**src/sv/sct_pkg.sv**
```systemverilog
`timescale 1ns / 1ps
// ----------------------------------------------------------------------------
// sct_pkg
// Shared types and constants for the source character tokenizer: lexer
// modes, event and token codes, character codes and the event bundle that
// travels from the front end to the back end.
// ----------------------------------------------------------------------------
package sct_pkg;

    // lexer mode
    typedef enum logic [3:0] {
        M_IDLE,
        M_IDENT,
        M_INT,
        M_DECPOT,
        M_DEC,
        M_STRING,
        M_ESC,
        M_SLASH,
        M_COMMENT
    } lex_mode_t;

    // events caused by one source byte
    localparam int MAX_EV   = 5;
    localparam int EV_IDX_W = 3;

    // event kinds
    localparam logic [1:0] EV_CHAR = 2'd0;
    localparam logic [1:0] EV_END  = 2'd1;
    localparam logic [1:0] EV_ERR  = 2'd2;

    // token kinds
    localparam logic [2:0] TK_IDENT  = 3'd0;
    localparam logic [2:0] TK_INT    = 3'd1;
    localparam logic [2:0] TK_DEC    = 3'd2;
    localparam logic [2:0] TK_STRING = 3'd3;
    localparam logic [2:0] TK_OP     = 3'd4;

    // error codes
    localparam logic [1:0] ERR_BAD_ESC    = 2'd0;
    localparam logic [1:0] ERR_SECOND_DOT = 2'd1;
    localparam logic [1:0] ERR_STRAY_BSL  = 2'd2;

    // character codes
    localparam logic [7:0] CH_TAB    = 8'h09;
    localparam logic [7:0] CH_LF     = 8'h0A;
    localparam logic [7:0] CH_CR     = 8'h0D;
    localparam logic [7:0] CH_SPACE  = 8'h20;
    localparam logic [7:0] CH_DQUOTE = 8'h22;
    localparam logic [7:0] CH_SQUOTE = 8'h27;
    localparam logic [7:0] CH_DOT    = 8'h2E;
    localparam logic [7:0] CH_SLASH  = 8'h2F;
    localparam logic [7:0] CH_ZERO   = 8'h30;
    localparam logic [7:0] CH_NINE   = 8'h39;
    localparam logic [7:0] CH_BSLASH = 8'h5C;
    localparam logic [7:0] CH_N      = 8'h6E;
    localparam logic [7:0] CH_R      = 8'h72;
    localparam logic [7:0] CH_T      = 8'h74;

    // largest line number shown on a token end
    localparam logic [15:0] LINE_SHOWN_MAX = 16'hFFFF;

    // one event: code holds the token kind or the error code
    typedef struct packed {
        logic [1:0] kind;
        logic [7:0] ch;
        logic [2:0] code;
    } ev_t;

    // all events of one source byte, in order
    typedef struct packed {
        logic [EV_IDX_W-1:0]  count;
        ev_t [MAX_EV-1:0]     ev;
        logic [15:0]          line;
    } bundle_t;

    // queue status seen by both ends
    typedef struct packed {
        logic full;
        logic empty;
    } q_status_t;

endpackage

```
**src/sv/source_char_tokenizer.sv**
```systemverilog
`timescale 1ns / 1ps
// ----------------------------------------------------------------------------
// source_char_tokenizer
// Byte-serial lexer front end: one source byte in, a run of character,
// token-end and error events out.
// ----------------------------------------------------------------------------
// Usage:
//  - byte channel (byte_valid, byte_stall, char_code, end_of_source) takes a
//    byte a cycle unless stalled; end_of_source closes the open token after it
//  - event channel (event_valid, event_stall, event fields) gives one event
//    word per cycle unless stalled; last_of_run marks the final event of a byte
//  - a byte is decoded in the cycle it is taken; its bundle of 0 to 4 events
//    enters a QUEUE_DEPTH entry queue unless empty, and its first event is on
//    the output in the cycle after the bundle reaches the queue head with the
//    output register free
//  - throughput: one byte per cycle while the queue has room, one event word
//    per cycle out unless stalled; the events of a byte leave one word at a
//    time, and bytes with no events pass without using the queue
//  - byte_stall is high while the queue is full; event_stall holds the
//    current event word and the back end, and the queue then fills up
//  - after an error event every later byte is taken and dropped until reset
//  - reset: lexer idle, line count zero, queue and output empty
// ----------------------------------------------------------------------------
module source_char_tokenizer #(
    parameter int LINE_BITS   = 16,
    parameter int QUEUE_DEPTH = 4
) (
    input  logic        clk,
    input  logic        rst_n,
    input  logic        byte_valid,
    output logic        byte_stall,
    input  logic [7:0]  char_code,
    input  logic        end_of_source,
    output logic        event_valid,
    input  logic        event_stall,
    output logic [1:0]  event_kind,
    output logic [7:0]  char_value,
    output logic [2:0]  token_kind,
    output logic [1:0]  error_code,
    output logic [15:0] line_number,
    output logic        last_of_run
);

    sct_pkg::q_status_t q_status;
    sct_pkg::bundle_t   q_push_data;
    sct_pkg::bundle_t   q_head_data;
    logic               q_push;
    logic               q_pop;

    // classify bytes and build event bundles
    sct_front #(
        .LINE_BITS (LINE_BITS)
    ) u_front (
        .clk           (clk),
        .rst_n         (rst_n),
        .byte_valid    (byte_valid),
        .byte_stall    (byte_stall),
        .char_code     (char_code),
        .end_of_source (end_of_source),
        .q_status      (q_status),
        .q_push        (q_push),
        .q_push_data   (q_push_data)
    );

    // bundle queue
    sct_queue #(
        .DEPTH (QUEUE_DEPTH)
    ) u_queue (
        .clk       (clk),
        .rst_n     (rst_n),
        .push      (q_push),
        .push_data (q_push_data),
        .pop       (q_pop),
        .head_data (q_head_data),
        .status    (q_status)
    );

    // emit events one word at a time
    sct_back u_back (
        .clk         (clk),
        .rst_n       (rst_n),
        .q_status    (q_status),
        .head_data   (q_head_data),
        .q_pop       (q_pop),
        .event_valid (event_valid),
        .event_stall (event_stall),
        .event_kind  (event_kind),
        .char_value  (char_value),
        .token_kind  (token_kind),
        .error_code  (error_code),
        .line_number (line_number),
        .last_of_run (last_of_run)
    );

    // an error ends the run of its byte
    a_err_last: assert property (@(posedge clk) disable iff (!rst_n)
        (event_valid && event_kind == sct_pkg::EV_ERR) |-> last_of_run)
        else $error("error event not last of its run");

    // nothing follows a delivered error
    a_err_final: assert property (@(posedge clk) disable iff (!rst_n)
        (event_valid && !event_stall && event_kind == sct_pkg::EV_ERR) |=>
        (!event_valid && q_status.empty))
        else $error("event after error");

    // line number only on token ends
    a_line_end: assert property (@(posedge clk) disable iff (!rst_n)
        (event_valid && event_kind != sct_pkg::EV_END) |-> (line_number == 16'd0))
        else $error("line number on non token end event");

    // queue never pushed while full nor popped while empty
    a_queue_ok: assert property (@(posedge clk) disable iff (!rst_n)
        !(q_push && q_status.full) && !(q_pop && q_status.empty))
        else $error("queue overflow or underflow");

endmodule

```
**src/sv/sct_front.sv**
```systemverilog
`timescale 1ns / 1ps
// ----------------------------------------------------------------------------
// sct_front
// Front end: accepts one source byte per cycle while the queue is not full,
// advances the lexer mode, line count and error halt, and pushes the events
// of that byte, if any, as one bundle into the event queue.
// ----------------------------------------------------------------------------
module sct_front #(
    parameter int LINE_BITS = 16
) (
    input  logic                clk,
    input  logic                rst_n,
    input  logic                byte_valid,
    output logic                byte_stall,
    input  logic [7:0]          char_code,
    input  logic                end_of_source,
    input  sct_pkg::q_status_t  q_status,
    output logic                q_push,
    output sct_pkg::bundle_t    q_push_data
);

    localparam int LW = (LINE_BITS > 16) ? LINE_BITS : 16;

    sct_pkg::lex_mode_t     lex_mode_reg;
    sct_pkg::lex_mode_t     lex_mode_next;
    logic [LINE_BITS-1:0]   line_count_reg;
    logic [LINE_BITS-1:0]   line_count_next;
    logic                   error_halt_reg;
    logic                   error_halt_next;

    sct_pkg::lex_mode_t     mode_calc;
    sct_pkg::bundle_t       bundle_calc;
    logic                   halt_calc;
    logic                   nl_calc;
    logic                   accept;
    logic [LW-1:0]          line_wide;
    logic [15:0]            line_shown;

    // append one event to a bundle
    function automatic sct_pkg::bundle_t push_ev(
        input sct_pkg::bundle_t b,
        input logic [1:0]       kind,
        input logic [7:0]       ch,
        input logic [2:0]       code
    );
        sct_pkg::bundle_t r;
        r = b;
        r.ev[r.count].kind = kind;
        r.ev[r.count].ch   = ch;
        r.ev[r.count].code = code;
        r.count = r.count + sct_pkg::EV_IDX_W'(1);
        return r;
    endfunction

    // events that close the open token of mode m
    function automatic sct_pkg::bundle_t close_token(
        input sct_pkg::bundle_t   b,
        input sct_pkg::lex_mode_t m
    );
        sct_pkg::bundle_t r;
        r = b;
        case (m)
            sct_pkg::M_IDENT:
                r = push_ev(r, sct_pkg::EV_END, 8'h00, sct_pkg::TK_IDENT);
            sct_pkg::M_INT:
                r = push_ev(r, sct_pkg::EV_END, 8'h00, sct_pkg::TK_INT);
            sct_pkg::M_DEC:
                r = push_ev(r, sct_pkg::EV_END, 8'h00, sct_pkg::TK_DEC);
            sct_pkg::M_STRING, sct_pkg::M_ESC:
                r = push_ev(r, sct_pkg::EV_END, 8'h00, sct_pkg::TK_STRING);
            sct_pkg::M_DECPOT:
                r = push_ev(r, sct_pkg::EV_END, 8'h00, sct_pkg::TK_OP);
            sct_pkg::M_SLASH:
            begin
                r = push_ev(r, sct_pkg::EV_CHAR, sct_pkg::CH_SLASH, 3'd0);
                r = push_ev(r, sct_pkg::EV_END, 8'h00, sct_pkg::TK_OP);
            end
            default:
            begin
                r = b;
            end
        endcase
        return r;
    endfunction

    // single character operators
    function automatic logic is_op(input logic [7:0] c);
        return c inside {8'h7B, 8'h7D, 8'h28, 8'h29, 8'h5B, 8'h5D, 8'h3D,
                         8'h2D, 8'h2B, 8'h2A, 8'h3E, 8'h3C, 8'h3B, 8'h2C};
    endfunction

    assign accept     = byte_valid && !q_status.full;
    assign byte_stall = q_status.full;

    // line number as shown on token ends
    always_comb
    begin
        line_wide  = LW'(line_count_reg);
        line_shown = (line_wide > LW'(sct_pkg::LINE_SHOWN_MAX)) ?
                     sct_pkg::LINE_SHOWN_MAX : line_wide[15:0];
    end

    // decode one byte into its events and the mode it leaves
    always_comb
    begin
        logic       done;
        logic       nl;
        logic       esc_ok;
        logic [7:0] esc_char;

        bundle_calc      = '0;
        bundle_calc.line = line_shown;
        mode_calc        = lex_mode_reg;
        halt_calc        = 1'b0;
        nl_calc          = 1'b0;
        done             = 1'b0;
        esc_ok           = 1'b1;
        esc_char         = 8'h00;
        nl = (char_code == sct_pkg::CH_LF) || (char_code == sct_pkg::CH_CR);

        if (!error_halt_reg)
        begin
            // escape, comment and held slash come first
            if (mode_calc == sct_pkg::M_ESC)
            begin
                done = 1'b1;
                case (char_code)
                    sct_pkg::CH_N:      esc_char = sct_pkg::CH_LF;
                    sct_pkg::CH_T:      esc_char = sct_pkg::CH_TAB;
                    sct_pkg::CH_R:      esc_char = sct_pkg::CH_CR;
                    sct_pkg::CH_BSLASH: esc_char = sct_pkg::CH_BSLASH;
                    default:            esc_ok   = 1'b0;
                endcase
                if (esc_ok)
                begin
                    bundle_calc = push_ev(bundle_calc, sct_pkg::EV_CHAR, esc_char, 3'd0);
                    mode_calc   = sct_pkg::M_STRING;
                end
                else
                begin
                    bundle_calc = push_ev(bundle_calc, sct_pkg::EV_ERR, 8'h00,
                                          {1'b0, sct_pkg::ERR_BAD_ESC});
                    halt_calc   = 1'b1;
                end
            end
            else if (mode_calc == sct_pkg::M_COMMENT)
            begin
                done = 1'b1;
                if (nl)
                begin
                    nl_calc   = 1'b1;
                    mode_calc = sct_pkg::M_IDLE;
                end
            end
            else if (mode_calc == sct_pkg::M_SLASH)
            begin
                if (char_code == sct_pkg::CH_SLASH)
                begin
                    mode_calc = sct_pkg::M_COMMENT;
                    done      = 1'b1;
                end
                else
                begin
                    bundle_calc = close_token(bundle_calc, mode_calc);
                    mode_calc   = sct_pkg::M_IDLE;
                end
            end

            // inside a string
            if (!done && mode_calc == sct_pkg::M_STRING)
            begin
                done = 1'b1;
                if (char_code == sct_pkg::CH_DQUOTE || char_code == sct_pkg::CH_SQUOTE)
                begin
                    bundle_calc = close_token(bundle_calc, mode_calc);
                    mode_calc   = sct_pkg::M_IDLE;
                end
                else if (char_code == sct_pkg::CH_BSLASH)
                begin
                    mode_calc = sct_pkg::M_ESC;
                end
                else if (nl)
                begin
                    bundle_calc = close_token(bundle_calc, mode_calc);
                    mode_calc   = sct_pkg::M_IDLE;
                    nl_calc     = 1'b1;
                end
                else
                begin
                    bundle_calc = push_ev(bundle_calc, sct_pkg::EV_CHAR, char_code, 3'd0);
                end
            end

            // byte classes outside strings
            if (!done)
            begin
                if (char_code inside {[sct_pkg::CH_ZERO:sct_pkg::CH_NINE]})
                begin
                    if (mode_calc == sct_pkg::M_IDLE)
                        mode_calc = sct_pkg::M_INT;
                    else if (mode_calc == sct_pkg::M_DECPOT)
                        mode_calc = sct_pkg::M_DEC;
                    bundle_calc = push_ev(bundle_calc, sct_pkg::EV_CHAR, char_code, 3'd0);
                end
                else if (char_code == sct_pkg::CH_DOT)
                begin
                    if (mode_calc == sct_pkg::M_IDLE)
                    begin
                        mode_calc   = sct_pkg::M_DECPOT;
                        bundle_calc = push_ev(bundle_calc, sct_pkg::EV_CHAR, char_code, 3'd0);
                    end
                    else if (mode_calc == sct_pkg::M_INT)
                    begin
                        mode_calc   = sct_pkg::M_DEC;
                        bundle_calc = push_ev(bundle_calc, sct_pkg::EV_CHAR, char_code, 3'd0);
                    end
                    else if (mode_calc == sct_pkg::M_DEC)
                    begin
                        bundle_calc = push_ev(bundle_calc, sct_pkg::EV_ERR, 8'h00,
                                              {1'b0, sct_pkg::ERR_SECOND_DOT});
                        halt_calc   = 1'b1;
                    end
                    else
                    begin
                        bundle_calc = close_token(bundle_calc, mode_calc);
                        mode_calc   = sct_pkg::M_IDLE;
                        bundle_calc = push_ev(bundle_calc, sct_pkg::EV_CHAR, char_code, 3'd0);
                        bundle_calc = push_ev(bundle_calc, sct_pkg::EV_END, 8'h00,
                                              sct_pkg::TK_OP);
                    end
                end
                else if (is_op(char_code))
                begin
                    bundle_calc = close_token(bundle_calc, mode_calc);
                    mode_calc   = sct_pkg::M_IDLE;
                    bundle_calc = push_ev(bundle_calc, sct_pkg::EV_CHAR, char_code, 3'd0);
                    bundle_calc = push_ev(bundle_calc, sct_pkg::EV_END, 8'h00, sct_pkg::TK_OP);
                end
                else if (char_code == sct_pkg::CH_SPACE || char_code == sct_pkg::CH_TAB)
                begin
                    bundle_calc = close_token(bundle_calc, mode_calc);
                    mode_calc   = sct_pkg::M_IDLE;
                end
                else if (nl)
                begin
                    bundle_calc = close_token(bundle_calc, mode_calc);
                    mode_calc   = sct_pkg::M_IDLE;
                    nl_calc     = 1'b1;
                end
                else if (char_code == sct_pkg::CH_DQUOTE || char_code == sct_pkg::CH_SQUOTE)
                begin
                    bundle_calc = close_token(bundle_calc, mode_calc);
                    mode_calc   = sct_pkg::M_STRING;
                end
                else if (char_code == sct_pkg::CH_BSLASH)
                begin
                    bundle_calc = push_ev(bundle_calc, sct_pkg::EV_ERR, 8'h00,
                                          {1'b0, sct_pkg::ERR_STRAY_BSL});
                    halt_calc   = 1'b1;
                end
                else if (char_code == sct_pkg::CH_SLASH)
                begin
                    bundle_calc = close_token(bundle_calc, mode_calc);
                    mode_calc   = sct_pkg::M_SLASH;
                end
                else
                begin
                    if (mode_calc != sct_pkg::M_IDENT)
                    begin
                        bundle_calc = close_token(bundle_calc, mode_calc);
                        mode_calc   = sct_pkg::M_IDENT;
                    end
                    bundle_calc = push_ev(bundle_calc, sct_pkg::EV_CHAR, char_code, 3'd0);
                end
            end

            // flush at end of source unless halted
            if (!halt_calc && end_of_source)
            begin
                if (mode_calc != sct_pkg::M_COMMENT)
                    bundle_calc = close_token(bundle_calc, mode_calc);
                mode_calc = sct_pkg::M_IDLE;
            end
        end
    end

    // next state
    always_comb
    begin
        lex_mode_next   = lex_mode_reg;
        line_count_next = line_count_reg;
        error_halt_next = error_halt_reg;
        if (accept)
        begin
            lex_mode_next   = mode_calc;
            error_halt_next = error_halt_reg | halt_calc;
            if (nl_calc && line_count_reg != {LINE_BITS{1'b1}})
                line_count_next = line_count_reg + LINE_BITS'(1);
        end
    end

    // outputs to the queue
    always_comb
    begin
        q_push      = accept && (bundle_calc.count != '0);
        q_push_data = bundle_calc;
    end

    // state registers
    always_ff @(posedge clk or negedge rst_n)
    begin
        if (!rst_n)
        begin
            lex_mode_reg   <= sct_pkg::M_IDLE;
            line_count_reg <= '0;
            error_halt_reg <= 1'b0;
        end
        else
        begin
            lex_mode_reg   <= lex_mode_next;
            line_count_reg <= line_count_next;
            error_halt_reg <= error_halt_next;
        end
    end

endmodule

```
**src/sv/sct_queue.sv**
```systemverilog
`timescale 1ns / 1ps
// ----------------------------------------------------------------------------
// sct_queue
// Short first-in first-out queue of event bundles between the front end
// and the back end.
// ----------------------------------------------------------------------------
module sct_queue #(
    parameter int DEPTH = 4
) (
    input  logic                clk,
    input  logic                rst_n,
    input  logic                push,
    input  sct_pkg::bundle_t    push_data,
    input  logic                pop,
    output sct_pkg::bundle_t    head_data,
    output sct_pkg::q_status_t  status
);

    localparam int PTR_W = (DEPTH > 1) ? $clog2(DEPTH) : 1;
    localparam int CNT_W = $clog2(DEPTH + 1);

    sct_pkg::bundle_t   store_reg [DEPTH];
    logic [PTR_W-1:0]   wr_ptr_reg;
    logic [PTR_W-1:0]   wr_ptr_next;
    logic [PTR_W-1:0]   rd_ptr_reg;
    logic [PTR_W-1:0]   rd_ptr_next;
    logic [CNT_W-1:0]   count_reg;
    logic [CNT_W-1:0]   count_next;

    // status and head
    assign status.full  = (count_reg == CNT_W'(DEPTH));
    assign status.empty = (count_reg == '0);
    assign head_data    = store_reg[rd_ptr_reg];

    // pointer and fill count update
    always_comb
    begin
        wr_ptr_next = wr_ptr_reg;
        rd_ptr_next = rd_ptr_reg;
        count_next  = count_reg;
        if (push)
            wr_ptr_next = (wr_ptr_reg == PTR_W'(DEPTH - 1)) ? '0 : wr_ptr_reg + PTR_W'(1);
        if (pop)
            rd_ptr_next = (rd_ptr_reg == PTR_W'(DEPTH - 1)) ? '0 : rd_ptr_reg + PTR_W'(1);
        case ({push, pop})
            2'b10:   count_next = count_reg + CNT_W'(1);
            2'b01:   count_next = count_reg - CNT_W'(1);
            default: count_next = count_reg;
        endcase
    end

    // storage
    always_ff @(posedge clk)
    begin
        if (push)
            store_reg[wr_ptr_reg] <= push_data;
    end

    // control registers
    always_ff @(posedge clk or negedge rst_n)
    begin
        if (!rst_n)
        begin
            wr_ptr_reg <= '0;
            rd_ptr_reg <= '0;
            count_reg  <= '0;
        end
        else
        begin
            wr_ptr_reg <= wr_ptr_next;
            rd_ptr_reg <= rd_ptr_next;
            count_reg  <= count_next;
        end
    end

endmodule

```
**src/sv/sct_back.sv**
```systemverilog
`timescale 1ns / 1ps
// ----------------------------------------------------------------------------
// sct_back
// Back end: walks the events of the queue head bundle, one per cycle unless
// stalled, into the output register of the event channel.
// ----------------------------------------------------------------------------
module sct_back (
    input  logic                clk,
    input  logic                rst_n,
    input  sct_pkg::q_status_t  q_status,
    input  sct_pkg::bundle_t    head_data,
    output logic                q_pop,
    output logic                event_valid,
    input  logic                event_stall,
    output logic [1:0]          event_kind,
    output logic [7:0]          char_value,
    output logic [2:0]          token_kind,
    output logic [1:0]          error_code,
    output logic [15:0]         line_number,
    output logic                last_of_run
);

    logic [sct_pkg::EV_IDX_W-1:0]   idx_reg;
    logic [sct_pkg::EV_IDX_W-1:0]   idx_next;
    logic                           valid_reg;
    logic                           valid_next;
    logic [1:0]                     kind_reg;
    logic [7:0]                     char_reg;
    logic [2:0]                     token_reg;
    logic [1:0]                     error_reg;
    logic [15:0]                    line_reg;
    logic                           last_reg;

    logic                           load;
    logic                           last;
    sct_pkg::ev_t                   cur;

    // pick the current event of the head bundle
    always_comb
    begin
        cur   = head_data.ev[idx_reg];
        last  = (idx_reg == head_data.count - sct_pkg::EV_IDX_W'(1));
        load  = (!valid_reg || !event_stall) && !q_status.empty;
        q_pop = load && last;
    end

    // event index and output valid
    always_comb
    begin
        idx_next   = idx_reg;
        valid_next = valid_reg && event_stall;
        if (load)
        begin
            idx_next   = last ? '0 : idx_reg + sct_pkg::EV_IDX_W'(1);
            valid_next = 1'b1;
        end
    end

    always_ff @(posedge clk or negedge rst_n)
    begin
        if (!rst_n)
        begin
            idx_reg   <= '0;
            valid_reg <= 1'b0;
        end
        else
        begin
            idx_reg   <= idx_next;
            valid_reg <= valid_next;
        end
    end

    // output payload register
    always_ff @(posedge clk)
    begin
        if (load)
        begin
            kind_reg  <= cur.kind;
            char_reg  <= cur.ch;
            token_reg <= (cur.kind == sct_pkg::EV_END) ? cur.code : 3'd0;
            error_reg <= (cur.kind == sct_pkg::EV_ERR) ? cur.code[1:0] : 2'd0;
            line_reg  <= (cur.kind == sct_pkg::EV_END) ? head_data.line : 16'd0;
            last_reg  <= last;
        end
    end

    assign event_valid = valid_reg;
    assign event_kind  = kind_reg;
    assign char_value  = char_reg;
    assign token_kind  = token_reg;
    assign error_code  = error_reg;
    assign line_number = line_reg;
    assign last_of_run = last_reg;

endmodule
```
**config.mk**
```make
export PLATFORM = sky130hd
export DESIGN_NAME = source_char_tokenizer
export DESIGN_NICKNAME = d
export VERILOG_FILES = /design/src/sv/sct_pkg.sv /design/src/sv/source_char_tokenizer.sv /design/src/sv/sct_front.sv /design/src/sv/sct_queue.sv /design/src/sv/sct_back.sv
export SDC_FILE = /design/constraint.sdc
export NUM_CORES = 1
export LEC_CHECK = 0
export BUFFER_PORTS_ARGS = -buffer_cell sky130_fd_sc_hd__buf_4
export CORE_ASPECT_RATIO = 0.7
export CORE_MARGIN = 1.5
export CORE_UTILIZATION = 50
export CTS_CLUSTER_DIAMETER = 50
export DETAILED_ROUTE_END_ITERATION = 6
export PLACE_DENSITY_LB_ADDON = 0.08
export SETUP_SLACK_MARGIN = 0.02
export SLEW_MARGIN = 20
export SYNTH_ARGS = -nofsm -noshare
export SYNTH_HDL_FRONTEND = slang
export SYNTH_SLANG_ARGS = --single-unit
```
**constraint.sdc**
```tcl
create_clock -name clk -period 13.9 [get_ports clk]
set_clock_uncertainty 0.2 [all_clocks]
set_input_delay 0.695 -clock clk [delete_from_list [all_inputs] [get_ports clk]]
set_output_delay 0.695 -clock clk [all_outputs]
set_load 0.02 [all_outputs]
```
# == Word-level counts from Yosys, hierarchy flattened ==
# Memories as Yosys holds them, arrays and structs flattened.
# Index checks and enable logic that the tools add are counted.
# totals
output_inout_bits,34
word_cells,424
regBits,64
n_memories,1
mem_bits_rw,336
input_bits,13
# mem_list
memory,words,width,rd,rd_ports_with_merged_regs,wr,line_no,source
u_queue.store_reg,4,84,1,0,1,sct_queue.sv:22,sct_pkg::bundle_t store_reg [DEPTH];
# op_classes
n_bitwise,2
n_lt_le_gt_ge,26
muxes,261
eq_ne,61
reduce_logical,41
add_sub_neg,18
# ops
cell,count
$mux 84,48
$bwmux 65,62
$pmux 84 s6,3
$demux 13 s3,33
$pmux 84 s4,1
$mux 13,12
$mux 11,11
$eq 8x6->1 const B,15
$mux 4,29
$mux 83,1
$eq 8x7->1 const B,8
$eq 4x3->1 const B,14
$lt 3x4->1 const B,12
$mux 1,42
$add 3x1->3 const B,13
$bmux 13 s3,1
$mux 3,12
$ge 3x1->1 const B,11
$mux 29,1
$pmux 7 s4,1
$eq 4x2->1 const B,6
$eq 8x4->1 const B,3
$logic_and 1x1->1,20
$add 16x1->16 const B,1
other kinds (29),49

# == Logic depth before layout (Yosys ltp) ==
# logic_depth
word_depth,81
mapped_depth,31
ltp_nobuf,26

# == By module ==
# From an unflattened synthesis, not the netlist that was laid out.
# unflattened
hier_cells,1330
hier_area_um2,19296.0
# modules_own_cells
mod,cells_per_inst,n_inst,area_each_um2
sct_queue,477,1,12574.6
sct_front,718,1,4753.3
sct_back,135,1,1968.1

# == Worst setup path after synthesis ==
# No wires, ideal clock.
# synth_path
path_type,in2reg
from,input port char_code[7]
to,"memory u_queue.store_reg[0][0] (netlist bit), enable pin"
required_time_ns,13.248
path_stages,24
slack_ns,5.390
path_buffers,5
t_arrival_ns,7.858
path_cell_list,buf_2 or4b_4 buf_6 or3_1 nand3_2 inv_2 clkbuf_1 ha_1 a31oi_2 inv_1 ha_1 clkbuf_1 mux2i_1 a21oi_1 a221oi_1 a41oi_1 a221oi_4 ha_1 clkbuf_1 inv_1 nor4_1 nor4b_4 a31oi_4 and2_1
# synth_between
elab_chain_len,51
elab_cells_between_ends,185
cone_classes,add/sub (11); order compare (2); eq/ne (49); mux (107); reduce/logical (16)
# synth_rtl
item,line_no,source
from (decl),source_char_tokenizer.sv:32,"input logic [7:0] char_code,"
branches (longest 45 deep; another with $add 3x1->3),--,
$mux 84 *,sct_front.sv:278,if (!halt_calc && end_of_source)
$mux 84 *,sct_front.sv:121,if (!error_halt_reg)
$reduce_bool 3->1 *,sct_front.sv:305,q_push = accept && (bundle_calc.count != '0);
$logic_and 1x1->1 *,sct_front.sv:305,
$mux 1 *,sct_queue.sv:55,if (push)
$mux 1 (implied by the code) *,sct_queue.sv:56,store_reg[wr_ptr_reg] <= push_data;
to (decl),sct_queue.sv:22,
# Every way passes the cells marked *. The select of a mux whose other input is x is not followed.

# == Worst setup path in the final report ==
# layout_path
from,input port char_code[4]
to,"memory u_queue.store_reg[3][28] (netlist bit), enable pin"
# Same word-level chain as after synthesis.

==> results <==
- The share of total power dissipated in sequential elements is 0.414.
- The endpoint class of the critical path is a register.
- The mux contribution to synthesized area is 0.119.
- The run finished with clean final reports.
- The first global-routing pass estimated 80.7 mm of wire.
- The nature of the critical path startpoint is a primary input.
- Across the VDD grid, the largest voltage drop is 0.000156 V.
- The synthesized area divided by synthesized cell count is 14.2 sq um.
- The total number of yosys warnings is 0.
- The fraction of power spent switching nets is 0.323.
- The number of synthesized flops with an enable pin is 368.
- The root buffer cell chosen for the clock tree is sky130_fd_sc_hd__clkbuf_16.
- The peak fanout along the critical path is 45.
- The die outline area is 40000 sq um.
- Setup violations remaining at the end of the flow were counted as 0.
- The number of instances in the placed design is 1938.
- The total CTS buffers is 39.
- The tool flagged a number of max-cap violations equal to 0.
- After synthesis, the largest family of logic cells by area is multiplexers.
- The overall routed net length is 53.2 mm.
- The die outline height is 168 um.
- The CTS clock-pin slew for the worst setup and hold paths is 0.06 ns.
- The largest net degree at the start of global routing is 69.
- The remaining global-route overflow is 0.
- The clock reaches the later pin of the worst-skew pair after 0.54 ns.
- The net switching power of the design is 1.39 mW.
- Of the total power, combinational logic draws 0.333.
- Synthesis handed over a netlist of 1369 instances.
- Of the total synthesized cell area, the portion taken by full adders, half adders and majority gates is 0.0120.
- The synthesized design contains 400 register bits.
- In the routed design, unresolved DRC markers number 0.
- The worst endpoint required time is 13.87 ns.
- The clock tree from TritonCTS is done.
- Dividing total power by cell area gives a power density of 197 nW/um^2.
- The row count is 60.
- The footprint of the multi-input gates is 7340 sq um.
- For this run, the detailed router's first-pass iteration total came to 6.
- The initial antenna violation count was 0.
- The total count of max-transition violations in the final report is 0.
- The class of the tightest hold or removal check is in -> reg.
- The count of buffers inserted at the top-level ports is 46.
- Synthesis instantiated 106 different standard cells from the library.
- The predominant post-synthesis flop cell is sky130_fd_sc_hd__edfxtp_1.
- The tightest slew margin relative to the limit is 0.259.
- Counting the fill cells in the layout gives 3123.
- The placeable core area is 38400 sq um.
- Using the TritonRoute via totals, the vias-per-cell ratio works out to 6.31.
- For the finished layout, the period the worst path requires is 8.22 ns.
- The area used by sequential logic in the layout is 11900 sq um.
- Together, buffers and inverters on the worst path number 5.
- The simple logic cell fraction of the synthesized area is 0.110.
- Once layout is complete, the cells apart from fillers number 2012.
- The number of gates resized after cts is 0.
- The synthesized-area fraction occupied by ao, oa, aoi and oai cells is 0.110.
- The critical path data arrival time is 8.19 ns.
- The mapped cell area is 19400 sq um.
- CTS built an H-tree with a depth of 2.
- Of the total synthesized cell area, the portion taken by XOR and XNOR cells is 0.0160.
- The clock net in this run drives a total of 400 sinks.
- The final weighted congestion in routability-driven placement is 1.01.
- The tightest hold path in the finished design has a slack of 0.185 ns.
- Summing all placed instances gives a cell area of 20500 sq um.
- The cell-internal power is 2.91 mW.
- No sink is reached through more buffers than the 3 on the longest clock path.
- For the pin with the worst max-slew slack, the measured transition is 1.10 ns.
- The register with the most flip-flops in the layout has 336 of them.
- In the final layout, the share of cells above drive strength 1 is 0.205.
- The initial utilization of the core area, before any placement, comes to 0.506.
- The final hold violation count is 0.
- For the final routed database, the setup TNS stands at 0 ns.
- In this design, the stage delay of the slowest critical-path cell is 0.68 ns.
- The total via count after detailed routing is 12.7k.
- For this run, the total global-route usage over all layers was measured as 0.272.
- The growth of design area from synthesis to finish is 12.6%.
- The worst setup path is of the in -> reg kind.
- The cell that appears most often on the critical path is sky130_fd_sc_hd__ha_1.
- The largest individual stage delay along the critical path comes from the cell sky130_fd_sc_hd__or4b_4.
- Grouping stages by cell kind, the critical path spends the most delay in simple AND/OR/NAND/NOR gates.
- The share of total power dissipated in the clock network is 0.253.
- The post-detailed-route count of antenna-violating nets is 0.
- After detailed routing, the average wire length per cell comes to 26.4 um.
- After routing the design area is 21900 sq um.
- The number of global-route vias before repair was 12.2k.
- The die outline width is 239 um.
- The critical path goes through buf_4, or4b_4, or3_1, nand3_2, inv_2, ha_1, a31oi_2, inv_1, ha_1, mux2i_1, a21oi_1, a221oi_1, a41oi_1, a221oi_4, ha_1, inv_1, nor4_1, nor4b_4, a31oi_4, and2_4, buf_4.
- The fraction of synthesis flops using an asynchronous set or reset pin is 0.0800.
- The period utilization is 0.591.
- Measured on the finished design, the core utilization comes to 0.570.
- For this block, the initial DRC count from the detailed router was 1386.
- The sequential element share of the synthesized area is 0.610.
- Summed over all cells, the static leakage comes to 7.50 nW.
- The sum of net half-perimeters after detailed placement is 36.4 mm.
- Setup repair after global routing left no endpoint under its margin.
- The achievable clock frequency is 0.122 GHz.
- The final layout net count is 1484.
- The boundary pin count is 47.
==> layer usage <==
layer | share of wire | GRT usage
met1 | 0.47 | 0.440
met2 | 0.40 | 0.358
met3 | 0.11 | 0.0885
met4 | 0.011 | 0.0451
met5 | 0.00094 | 0.00970
==> stage by stage <==
stage | setup slack, ns | total power, mW
2_1_floorplan | 5.39 | 2.79
3_3_place_gp | 5.52 | 3.23
3_5_place_dp | 5.33 | 3.25
4_1_cts | 5.89 | 4.34
5_1_grt | 5.16 | 4.51
6_report | 5.68 | 4.30
==> Yosys cell counts (14+ instances only) <==
cell / number / area (sq um)
sky130_fd_sc_hd__a31oi_1: 19 / 119
sky130_fd_sc_hd__clkbuf_1: 56 / 210
sky130_fd_sc_hd__nor2b_1: 22 / 138
sky130_fd_sc_hd__o21ai_0: 64 / 320
sky130_fd_sc_hd__dfrtp_1: 32 / 801
sky130_fd_sc_hd__nor3_1: 31 / 155
sky130_fd_sc_hd__nand3_1: 39 / 195
sky130_fd_sc_hd__ha_1: 17 / 213
sky130_fd_sc_hd__nand2_1: 89 / 334
sky130_fd_sc_hd__edfxtp_1: 368 / 11100
sky130_fd_sc_hd__inv_1: 22 / 82.6
sky130_fd_sc_hd__mux4_2: 97 / 2180
sky130_fd_sc_hd__nor2_1: 92 / 345
sky130_fd_sc_hd__xor2_1: 14 / 123
sky130_fd_sc_hd__a21oi_1: 75 / 375
sky130_fd_sc_hd__and2_1: 17 / 106
sky130_fd_sc_hd__xnor2_1: 17 / 149
==> cell families after synthesis <==
| family | Yosys count |
|---|---|
| flops | 400 |
| xor+xnor | 33 |
| compound gates | 303 |
| simple gates | 397 |
| other cells | 1 |
| buf+inv | 110 |
| mux | 107 |
| fa+ha+maj | 18 |
==> final timing paths <==
kind | startpoint | end | slack, ns | depth (start not counted)
min in group asynchronous | rst_n | u_front.lex_mode_reg[1]$_DFFE_PN0P_ | 0.45 | 2
max reg2reg | u_front.lex_mode_reg[2]$_DFFE_PN0P_ | u_queue.store_reg[3][28]$_DFFE_PP_ | 5.75 | 19
max in group asynchronous | rst_n | u_queue.rd_ptr_reg[1]$_DFFE_PN0P_ | 12.68 | 2
min reg2reg | u_queue.count_reg[0]$_DFFE_PN0P_ | u_queue.count_reg[0]$_DFFE_PN0P_ | 0.30 | 1
max | char_code[4] | u_queue.store_reg[3][28]$_DFFE_PP_ | 5.68 | 21
min | event_stall | u_back.event_valid$_DFF_PN0_ | 0.19 | 3
==> power groups by stage <==
stage | logic [mW] | clock network [mW] | registers [mW]
finish | 1.43 | 1.09 | 1.78
global route | 1.54 | 1.16 | 1.81
CTS | 1.44 | 1.11 | 1.79
global placement | 1.43 | 0 | 1.80
detailed placement | 1.43 | 0 | 1.81
floorplan | 0.966 | 0 | 1.82
==> tightest hold or removal path: stages <==
cell	delay [ns]
sky130_fd_sc_hd__buf_4	0.10
sky130_fd_sc_hd__nand2_1	0.04
sky130_fd_sc_hd__nand2_1	0.05
==> placed cells by master (no fill, tap or decap), types with 19 or more instances in the layout <==
master and n:
sky130_fd_sc_hd__a21oi_1 74, sky130_fd_sc_hd__a31oi_1 19, sky130_fd_sc_hd__buf_4 74, sky130_fd_sc_hd__clkbuf_16 40
sky130_fd_sc_hd__conb_1 52, sky130_fd_sc_hd__dfrtp_1 30, sky130_fd_sc_hd__edfxtp_1 368, sky130_fd_sc_hd__inv_1 22
sky130_fd_sc_hd__mux4_2 97, sky130_fd_sc_hd__nand2_1 89, sky130_fd_sc_hd__nand3_1 39, sky130_fd_sc_hd__nor2_1 92
sky130_fd_sc_hd__nor2b_1 22, sky130_fd_sc_hd__nor3_1 29, sky130_fd_sc_hd__o21ai_0 63
==> final cells by class <==
class                           count  area share
Sequential cell                   400       0.542
Clock inverter                     21      0.0118
Tap cell                          527      0.0302
Antenna cell                        1    0.000114
Timing Repair Buffer               75      0.0259
Inverter                           27     0.00475
Multi-Input combinational cell    910       0.336
Clock buffer                       51      0.0490
==> what timing repair did <==
action / in CTS / in global routing
hold buffers: 1 / 0
endpoints found under the hold margin: 32 / 0
buffers inserted: 0 / 0
(Power assumes the default switching activity.)
